--- src/sv/iu_pkg.sv ---
package iu_pkg;

  // default sizes of the interval table
  localparam int TABLE_DEPTH_DEF = 64;
  localparam int BOUND_BITS_DEF  = 48;

  // result status codes
  typedef logic [1:0] status_t;
  localparam status_t STAT_OK    = 2'd0;
  localparam status_t STAT_FULL  = 2'd1;
  localparam status_t STAT_EMPTY = 2'd2;

endpackage

--- src/sv/iu_scan.sv ---
module iu_scan
  import iu_pkg::*;
#(
  parameter int TABLE_DEPTH = TABLE_DEPTH_DEF,
  parameter int BOUND_BITS  = BOUND_BITS_DEF
) (
  input  logic                           clk,
  input  logic                           rst_n,
  // interval transaction
  input  logic                           in_valid,
  output logic                           in_ready,
  input  logic [BOUND_BITS-1:0]          in_low,
  input  logic [BOUND_BITS-1:0]          in_high,
  // table port
  output logic                           mem_we,
  output logic [$clog2(TABLE_DEPTH)-1:0] mem_waddr,
  output logic [2*BOUND_BITS:0]          mem_wdata,
  output logic [$clog2(TABLE_DEPTH)-1:0] mem_raddr,
  input  logic [2*BOUND_BITS:0]          mem_rdata,
  // result transaction
  output logic                           res_valid,
  input  logic                           res_ready,
  output logic [BOUND_BITS:0]            res_total,
  output status_t                        res_status
);

  localparam int AW = $clog2(TABLE_DEPTH);
  localparam int WW = 2 * BOUND_BITS + 1;
  localparam int SW = BOUND_BITS + 1;
  localparam logic [AW-1:0] LAST_IDX = AW'(TABLE_DEPTH - 1);

  typedef enum logic [2:0] {
    ST_CLEAR, ST_IDLE, ST_SCAN, ST_DRAIN, ST_FINAL, ST_RESULT
  } state_t;

  state_t                state_r, state_nxt;
  logic [AW-1:0]         idx_r, idx_nxt;
  logic                  ev_valid_r, ev_valid_nxt;
  logic [AW-1:0]         ev_idx_r, ev_idx_nxt;
  logic [BOUND_BITS-1:0] lo_r, lo_nxt;
  logic [BOUND_BITS-1:0] hi_r, hi_nxt;
  logic                  empty_r, empty_nxt;
  logic                  free_found_r, free_found_nxt;
  logic [AW-1:0]         free_idx_r, free_idx_nxt;
  logic                  sub_valid_r, sub_valid_nxt;
  logic [BOUND_BITS-1:0] sub_lo_r, sub_lo_nxt;
  logic [BOUND_BITS-1:0] sub_hi_r, sub_hi_nxt;
  logic [SW-1:0]         sum_r, sum_nxt;
  logic [SW-1:0]         span_r, span_nxt;

  logic                  s_used;
  logic [BOUND_BITS-1:0] s_lo;
  logic [BOUND_BITS-1:0] s_hi;
  logic                  hit;
  logic                  inserted;

  assign s_used = mem_rdata[WW-1];
  assign s_lo   = mem_rdata[WW-2:BOUND_BITS];
  assign s_hi   = mem_rdata[BOUND_BITS-1:0];

  // stored entry shares an integer with the running interval
  assign hit = ev_valid_r && s_used && (lo_r <= s_hi) && (hi_r >= s_lo);

  assign inserted   = !empty_r && free_found_r;
  assign in_ready   = (state_r == ST_IDLE);
  assign res_valid  = (state_r == ST_RESULT);
  assign res_total  = inserted ? (sum_r + span_r) : sum_r;
  assign res_status = empty_r ? STAT_EMPTY : (free_found_r ? STAT_OK : STAT_FULL);
  assign mem_raddr  = idx_r;

  always_comb begin
    state_nxt      = state_r;
    idx_nxt        = idx_r;
    ev_valid_nxt   = 1'b0;
    ev_idx_nxt     = ev_idx_r;
    lo_nxt         = lo_r;
    hi_nxt         = hi_r;
    empty_nxt      = empty_r;
    free_found_nxt = free_found_r;
    free_idx_nxt   = free_idx_r;
    sub_valid_nxt  = 1'b0;
    sub_lo_nxt     = sub_lo_r;
    sub_hi_nxt     = sub_hi_r;
    sum_nxt        = sum_r;
    span_nxt       = span_r;
    mem_we         = 1'b0;
    mem_waddr      = ev_idx_r;
    mem_wdata      = {1'b0, s_lo, s_hi};

    // evaluate the entry read last cycle: fold, retire, track first free slot
    if (hit) begin
      lo_nxt        = (s_lo < lo_r) ? s_lo : lo_r;
      hi_nxt        = (s_hi > hi_r) ? s_hi : hi_r;
      mem_we        = 1'b1;
      sub_valid_nxt = 1'b1;
      sub_lo_nxt    = s_lo;
      sub_hi_nxt    = s_hi;
    end
    if (ev_valid_r && !free_found_r && (!s_used || hit)) begin
      free_found_nxt = 1'b1;
      free_idx_nxt   = ev_idx_r;
    end

    // remove the span of a retired entry: sum - (hi - lo + 1)
    if (sub_valid_r) begin
      sum_nxt = sum_r + SW'(sub_lo_r) + ~SW'(sub_hi_r);
    end

    case (state_r)
      ST_CLEAR: begin
        mem_we    = 1'b1;
        mem_waddr = idx_r;
        mem_wdata = '0;
        if (idx_r == LAST_IDX) begin
          state_nxt = ST_IDLE;
          idx_nxt   = '0;
        end else begin
          idx_nxt = idx_r + AW'(1);
        end
      end
      ST_IDLE: begin
        if (in_valid) begin
          lo_nxt         = in_low;
          hi_nxt         = in_high;
          empty_nxt      = (in_low > in_high);
          free_found_nxt = 1'b0;
          idx_nxt        = '0;
          state_nxt      = (in_low > in_high) ? ST_RESULT : ST_SCAN;
        end
      end
      ST_SCAN: begin
        ev_valid_nxt = 1'b1;
        ev_idx_nxt   = idx_r;
        if (idx_r == LAST_IDX) begin
          state_nxt = ST_DRAIN;
          idx_nxt   = '0;
        end else begin
          idx_nxt = idx_r + AW'(1);
        end
      end
      ST_DRAIN: begin
        state_nxt = ST_FINAL;
      end
      ST_FINAL: begin
        // write the merged interval into the first free slot
        span_nxt = SW'(hi_r) - SW'(lo_r) + SW'(1);
        if (free_found_r) begin
          mem_we    = 1'b1;
          mem_waddr = free_idx_r;
          mem_wdata = {1'b1, lo_r, hi_r};
        end
        state_nxt = ST_RESULT;
      end
      ST_RESULT: begin
        if (res_ready) begin
          state_nxt = ST_IDLE;
          if (inserted) begin
            sum_nxt = sum_r + span_r;
          end
        end
      end
      default: begin
        state_nxt = ST_IDLE;
      end
    endcase
  end

  always_ff @(posedge clk) begin
    if (!rst_n) begin
      state_r      <= ST_CLEAR;
      idx_r        <= '0;
      ev_valid_r   <= 1'b0;
      sub_valid_r  <= 1'b0;
      free_found_r <= 1'b0;
      empty_r      <= 1'b0;
      sum_r        <= '0;
    end else begin
      state_r      <= state_nxt;
      idx_r        <= idx_nxt;
      ev_valid_r   <= ev_valid_nxt;
      sub_valid_r  <= sub_valid_nxt;
      free_found_r <= free_found_nxt;
      empty_r      <= empty_nxt;
      sum_r        <= sum_nxt;
    end
    ev_idx_r   <= ev_idx_nxt;
    lo_r       <= lo_nxt;
    hi_r       <= hi_nxt;
    free_idx_r <= free_idx_nxt;
    sub_lo_r   <= sub_lo_nxt;
    sub_hi_r   <= sub_hi_nxt;
    span_r     <= span_nxt;
  end

  // no table writes while waiting for a transaction
  a_idle_no_write: assert property (@(posedge clk) disable iff (!rst_n)
    state_r == ST_IDLE |-> !mem_we)
    else $error("table written while idle");

  // a non-empty interval starts its scan at entry zero
  a_scan_start: assert property (@(posedge clk) disable iff (!rst_n)
    (in_valid && in_ready && !(in_low > in_high)) |=> (state_r == ST_SCAN && idx_r == '0))
    else $error("scan did not start at entry zero");

  // writes during the scan only retire entries
  a_scan_retire: assert property (@(posedge clk) disable iff (!rst_n)
    (mem_we && state_r != ST_CLEAR && state_r != ST_FINAL) |-> !mem_wdata[WW-1])
    else $error("scan write sets a used bit");

  // read data is only evaluated while the scan runs
  a_eval_window: assert property (@(posedge clk) disable iff (!rst_n)
    ev_valid_r |-> (state_r == ST_SCAN || state_r == ST_DRAIN))
    else $error("entry evaluated outside the scan");

  // a taken result returns the engine to idle
  a_result_done: assert property (@(posedge clk) disable iff (!rst_n)
    (state_r == ST_RESULT && res_ready) |=> state_r == ST_IDLE)
    else $error("engine stuck after result");

endmodule

--- config.mk ---
export PLATFORM = sky130hd
export DESIGN_NAME = iu_scan
export DESIGN_NICKNAME = d
export VERILOG_FILES = /design/src/sv/iu_pkg.sv /design/src/sv/iu_scan.sv
export SDC_FILE = /design/constraint.sdc
export NUM_CORES = 2
export LEC_CHECK = 0
export ABC_AREA = 1
export BUFFER_PORTS_ARGS = -buffer_cell sky130_fd_sc_hd__buf_2
export CAP_MARGIN = 0
export CORE_AREA = 2 2 339 341
export CTS_CLUSTER_SIZE = 40
export DETAILED_ROUTE_END_ITERATION = 7
export DIE_AREA = 0 0 341 343
export GPL_TIMING_DRIVEN = 0
export PLACE_DENSITY = 0.44
export RECOVER_POWER = 100
export SLEW_MARGIN = 5
export SYNTH_ARGS = -nofsm -noshare
export SYNTH_HDL_FRONTEND = slang
export SYNTH_SLANG_ARGS = --single-unit
--- constraint.sdc ---
create_clock -name clk -period 9.5 [get_ports clk]
set_input_delay 1.425 -clock clk [delete_from_list [all_inputs] [get_ports clk]]
set_output_delay 1.425 -clock clk [all_outputs]
set_load 0.05 [all_outputs]
Yosys cells after proc, flatten, opt, wreduce, memory -nomap -nowiden
Cells that the tools add are included.
- bits in registers: 315
- bits of input ports: 197
- logic and storage cells: 87
- add/subtract/negate cells: 6
- order comparisons: 5
- equal/unequal tests: 10
- muxes and demuxes: 35
- bitwise logic cells: 1
- reduce and logical (&&, ||, !) cells: 16
- operators with widths (operator ; number):
    48-bit two-way mux ; 8
    49-bit two-way mux ; 5
    97-bit one-hot mux with 2 select lines ; 1
    49-bit adder ; 2
    97-bit two-way mux ; 1
    48-bit greater-than comparator ; 2
    49-bit by 1-bit adder with 49-bit output, second input constant ; 1
    49-bit by 48-bit adder with 49-bit output ; 1
    48-bit inverter with 49-bit output ; 1
    48-bit by 48-bit subtractor with 49-bit output ; 1
    48-bit greater-or-equal comparator ; 1
    48-bit less-or-equal comparator ; 1
    48-bit less-than comparator ; 1
    6-bit one-hot mux with 2 select lines ; 2
    6-bit two-way mux ; 3
    3-bit one-hot mux with 6 select lines ; 1
    3-bit two-way mux ; 5
    1-bit two-way mux ; 7
    6-bit by 1-bit adder with 6-bit output, second input constant ; 1
    3-bit by 2-bit == test with 1-bit output, second input constant ; 2
    3-bit == test, second input constant ; 2
    6-bit == test, second input constant ; 1
    1-bit logical AND ; 6
    2-bit inequality test, second input constant ; 3
    other kinds (11) ; 14

Longest topological paths before layout
- depth after elaboration: 8
- depth in mapped cells: 22

Least setup slack after synthesis
OpenSTA, ideal clock, no wires.
- path kind: input -> output
- start point: in mem_rdata[47]
- end point: out mem_we
- arrival: 3175 ps
- data required time: 8075 ps
- path slack: 4900 ps
- stages on the path: 14
- path buffers: 1
- path through: inv_1 > ha_1 > nand2_1 > nor2_2 > nand2_1 > nor2_2 > inv_2 > nor2_2 > nand2_1 > nand3_1 > nand2_2 > nand3_4 > clkbuf_1 > nand2_1
- cells in the longest elaborated chain, start to end: 6
- ends and longest elaborated chain (what ; RTL line ; text):
    from (decl) ; iu_scan.sv:19 ; input logic [2*BOUND_BITS:0] mem_rdata,
    48-bit less-or-equal comparator * ; iu_scan.sv:62 ; assign hit = ev_valid_r && s_used && (lo_r <= s_hi) && (hi_r >= s_lo);
    1-bit logical AND * (2 in series) ; iu_scan.sv:62 ;
    1-bit two-way mux * ; iu_scan.sv:91 ; if (hit) begin
    1-bit two-way mux ; iu_scan.sv:147 ; if (free_found_r) begin
    1-bit one-hot mux with 2 select lines * ; iu_scan.sv:109 ; case (state_r)
    to (decl) ; iu_scan.sv:15 ; output logic mem_we,
Every way passes the cells marked *; elsewhere a longest branch is shown, timed or not.

Worst setup path in the final report
- start point: in mem_rdata[53]
- end point: out mem_we
- cells in the longest elaborated chain, start to end: 5
- ends and longest elaborated chain (what ; RTL line):
    48-bit greater-or-equal comparator * ; iu_scan.sv:62
    1-bit logical AND * ; iu_scan.sv:62
    1-bit two-way mux * ; iu_scan.sv:91
    1-bit two-way mux ; iu_scan.sv:147
    1-bit one-hot mux with 2 select lines * ; iu_scan.sv:109
Marked as above.

==> impl_metrics.toml <==
[synth]
yosys_register_bits = 315
ys_warn_count = 0
synthAdderAreaFrac_pct = 19.0
synth_flop_cell = "dfxtp_1"
synth.top_cell.area_share_pct = 19.2
synth_top_family_by_area = "simple AND/OR/NAND/NOR gates"
synth_edf_count = 157
yosys.area.top_type = "nand2_1"
netlist_instances = 5225
synth.distinct_cells = 52
yosysSeqAreaShare_pct = 23.3
ys_async_sr_fraction_pct = 0
synth-xor-area-share_pct = 2.07
synth_nets = 5903
synthesis.area_sq_um = 33800
muxShareOfSynthArea_pct = 0
synth.top_cells.by_area = "nand2_1, ha_1, edfxtp_1, dfxtp_1, inv_1"
ys_top_cells_by_count = "nand2_1, inv_1, o21ai_0"
synth_most_common_cell = "nand2_1"
syn_avg_cell_area_sq_um = 6.46
yosys.area_share.simple_pct = 29.8
synth_compound_area_share_pct = 15.9

[sta]
finalHoldViolations = 0
rsz0062_at_grt = "false"
worst_pin_slew_ps = 2400
period_needed_ps = 7110
slew_headroom_pct = -59.8
fmax_mhz = 141
slew_viol_final = 90
setup_viol = 0
setup_tns_ps = 0
fin_crit_sh_pct = 74.9
finClkSkew_ps = 35.6

[clock_network]
clockBufferDepth = 3
clock-sinks = 315
htreeDepth = 2
cts_tree = "done"
cts_hold_buf = 0
post_cts_buffers = 0
clock-root-buffer = "clkbuf_16"
cts_resized = 0
cts_buffers = 41
insertion_delay_ps = 600
cts.clk_slew.worst_paths_ps = 60

[floorplan]
die_h_um = 343
dieArea_sq_um = 117000
initial_core_util_pct = 29.8
io_pins = 360
die_w_um = 341
row_count = 124
coreArea_sq_um = 113000

[setup_path]
worstPathRequired_ps = 8080
worstSetupEndpointType = "output pin"
crit_type = "in2out"
start_kind = "primary input"
critical_path_peak_fanout = 10
arrival_ps = 5690

[grt]
grt_max_degree = 90
grt_pass1_vias = 35200
antenna_found_initial = 11
gr-total-overflow = 0
grt_usage_pct = 27.5
grt_pass1_wl_mm = 235

[power_and_ir_drop]
p_comb_share_pct = 61.3
seq_power_share_pct = 23.4
ir_drop_uv = 152
switchingPower_mw = 6.08
powerDensity_nw_per_um2 = 288
p_leak_nw = 18.3
power_frac_clock_pct = 15.3
switching_share_pct = 54.9
p_int_mw = 4.99

[placed_design]
gp_congestion = 0.984
dpl.cell_count = 7097
io_buffers = 359
dp_hpwl_mm = 145
dpl_cell_area_sq_um = 37500

[route]
dr.pass1.iters = 6
vias_per_cell = 4.98
drc_errors = 0
postRouteAntennaNets = 0
drtIter0Drc = 2572
vias = 35700
routed_wl_mm = 165
avgRoutedWirePerCell_um = 23.1

[min_path]
hold_path.class = "reg2reg"

[status]
failed_checks = "capacitance limit, slew limit"
outcome = "finished, violations left"

[finish]
nFillCells = 12900
layout.cells.non_filler = 7172
nets = 6306
drive_above_1_share_pct = 4.49
fin_area_sq_um = 38500
area.growth.synth_to_final_pct = 14.0

[job]
drv_cap = 1
==> cell families (layout without fill, tap and decap cells) <==
group,after synthesis,count (layout)
buf+inv,864,1297
compound gates,1004,1004
other cells,0,2
flops,315,315
fa+ha+maj,481,481
xor+xnor,80,80
simple gates,2481,2481
==> critical path: stages <==
cell and delay [ps]:
clkbuf_1 410, inv_1 200, ha_1 350, nand2_1 50
nor2_1 130, nand4_1 270, nor3b_1 680, nand3_1 150
nand3_1 170, nand3_1 550, clkbuf_1 580, nand2_1 210
clkbuf_1 480
==> area by class of cell <==
type	instances	area, sq um	share of cell area (%)
clock buffer	54	1110	2.90
timing repair buffer	360	1490	3.86
clock inverter	19	308	0.800
multi-input combinational	4046	22500	58.4
antenna	2	5.00	0.0130
tap	1512	1890	4.91
sequential	315	7880	20.5
buffer	146	631	1.64
inverter	718	2700	7.00
==> sequential cells by signal, indices dropped and copies added (netlist names) <==
name / flops
mem_raddr: 6
empty_r: 1
state_r: 3
sub_lo_r: 48
ev_idx_r: 6
sum_r: 49
hi_r: 48
lo_r: 48
ev_valid_r: 1
sub_valid_r: 1
free_idx_r: 6
free_found_r: 1
sub_hi_r: 48
span_r: 49
==> placed cells by master, fill, tap and decap left out, drive strengths merged, types with 142 or more instances in the layout <==
master / n
a21oi: 408
buf: 142
clkbuf: 418
dfxtp: 158
edfxtp: 157
ha: 430
inv: 721
nand2: 1741
nand3: 251
nor2: 350
o21ai: 468
==> power groups by stage <==
| stage | clock (mW) | sequential, mW | combinational [mW] |
|---|---|---|---|
| global route | 1.77 | 2.61 | 7.57 |
| global placement | 0 | 2.59 | 6.77 |
| floorplan | 0 | 2.21 | 4.75 |
| CTS | 1.72 | 2.56 | 6.84 |
| finish | 1.69 | 2.60 | 6.79 |
| detailed placement | 0 | 2.59 | 6.80 |
==> path summary, 6_finish.rpt <==
| path | slack [ps] | to | start | cells after the start |
|---|---|---|---|---|
| setup / recovery | 2390 | mem_we | mem_rdata[53] | 13 |
| hold / removal | 450 | free_idx_r[0] | ev_idx_r[0] | 0 |
| setup reg to reg | 3660 | sub_hi_r[2] | hi_r[6] | 11 |
| hold reg to reg | 450 | free_idx_r[0] | ev_idx_r[0] | 0 |
==> per-stage QoR <==
step / hold slack (ps) / power, mW / utilization (%) / setup slack [ps]
finish: 453 / 11.1 / 33.9 / 2390
global route: 464 / 11.9 / 33.9 / 2300
CTS: 453 / 11.1 / 34.3 / 3130
detailed placement: 437 / 9.38 / 33.1 / 3390
global placement: 430 / 9.36 / 33.0 / 3250
floorplan: 426 / 6.97 / - / 4900
==> layer usage <==
metal	GRT usage, %	vias to the layer above	routed length (um)
li1	-	17900	-
met4	11.1	2	7300
met3	2.24	217	6700
met2	46.6	939	76300
met1	36.2	16700	75100
met5	0	-	13
(Power assumes the default switching activity.)
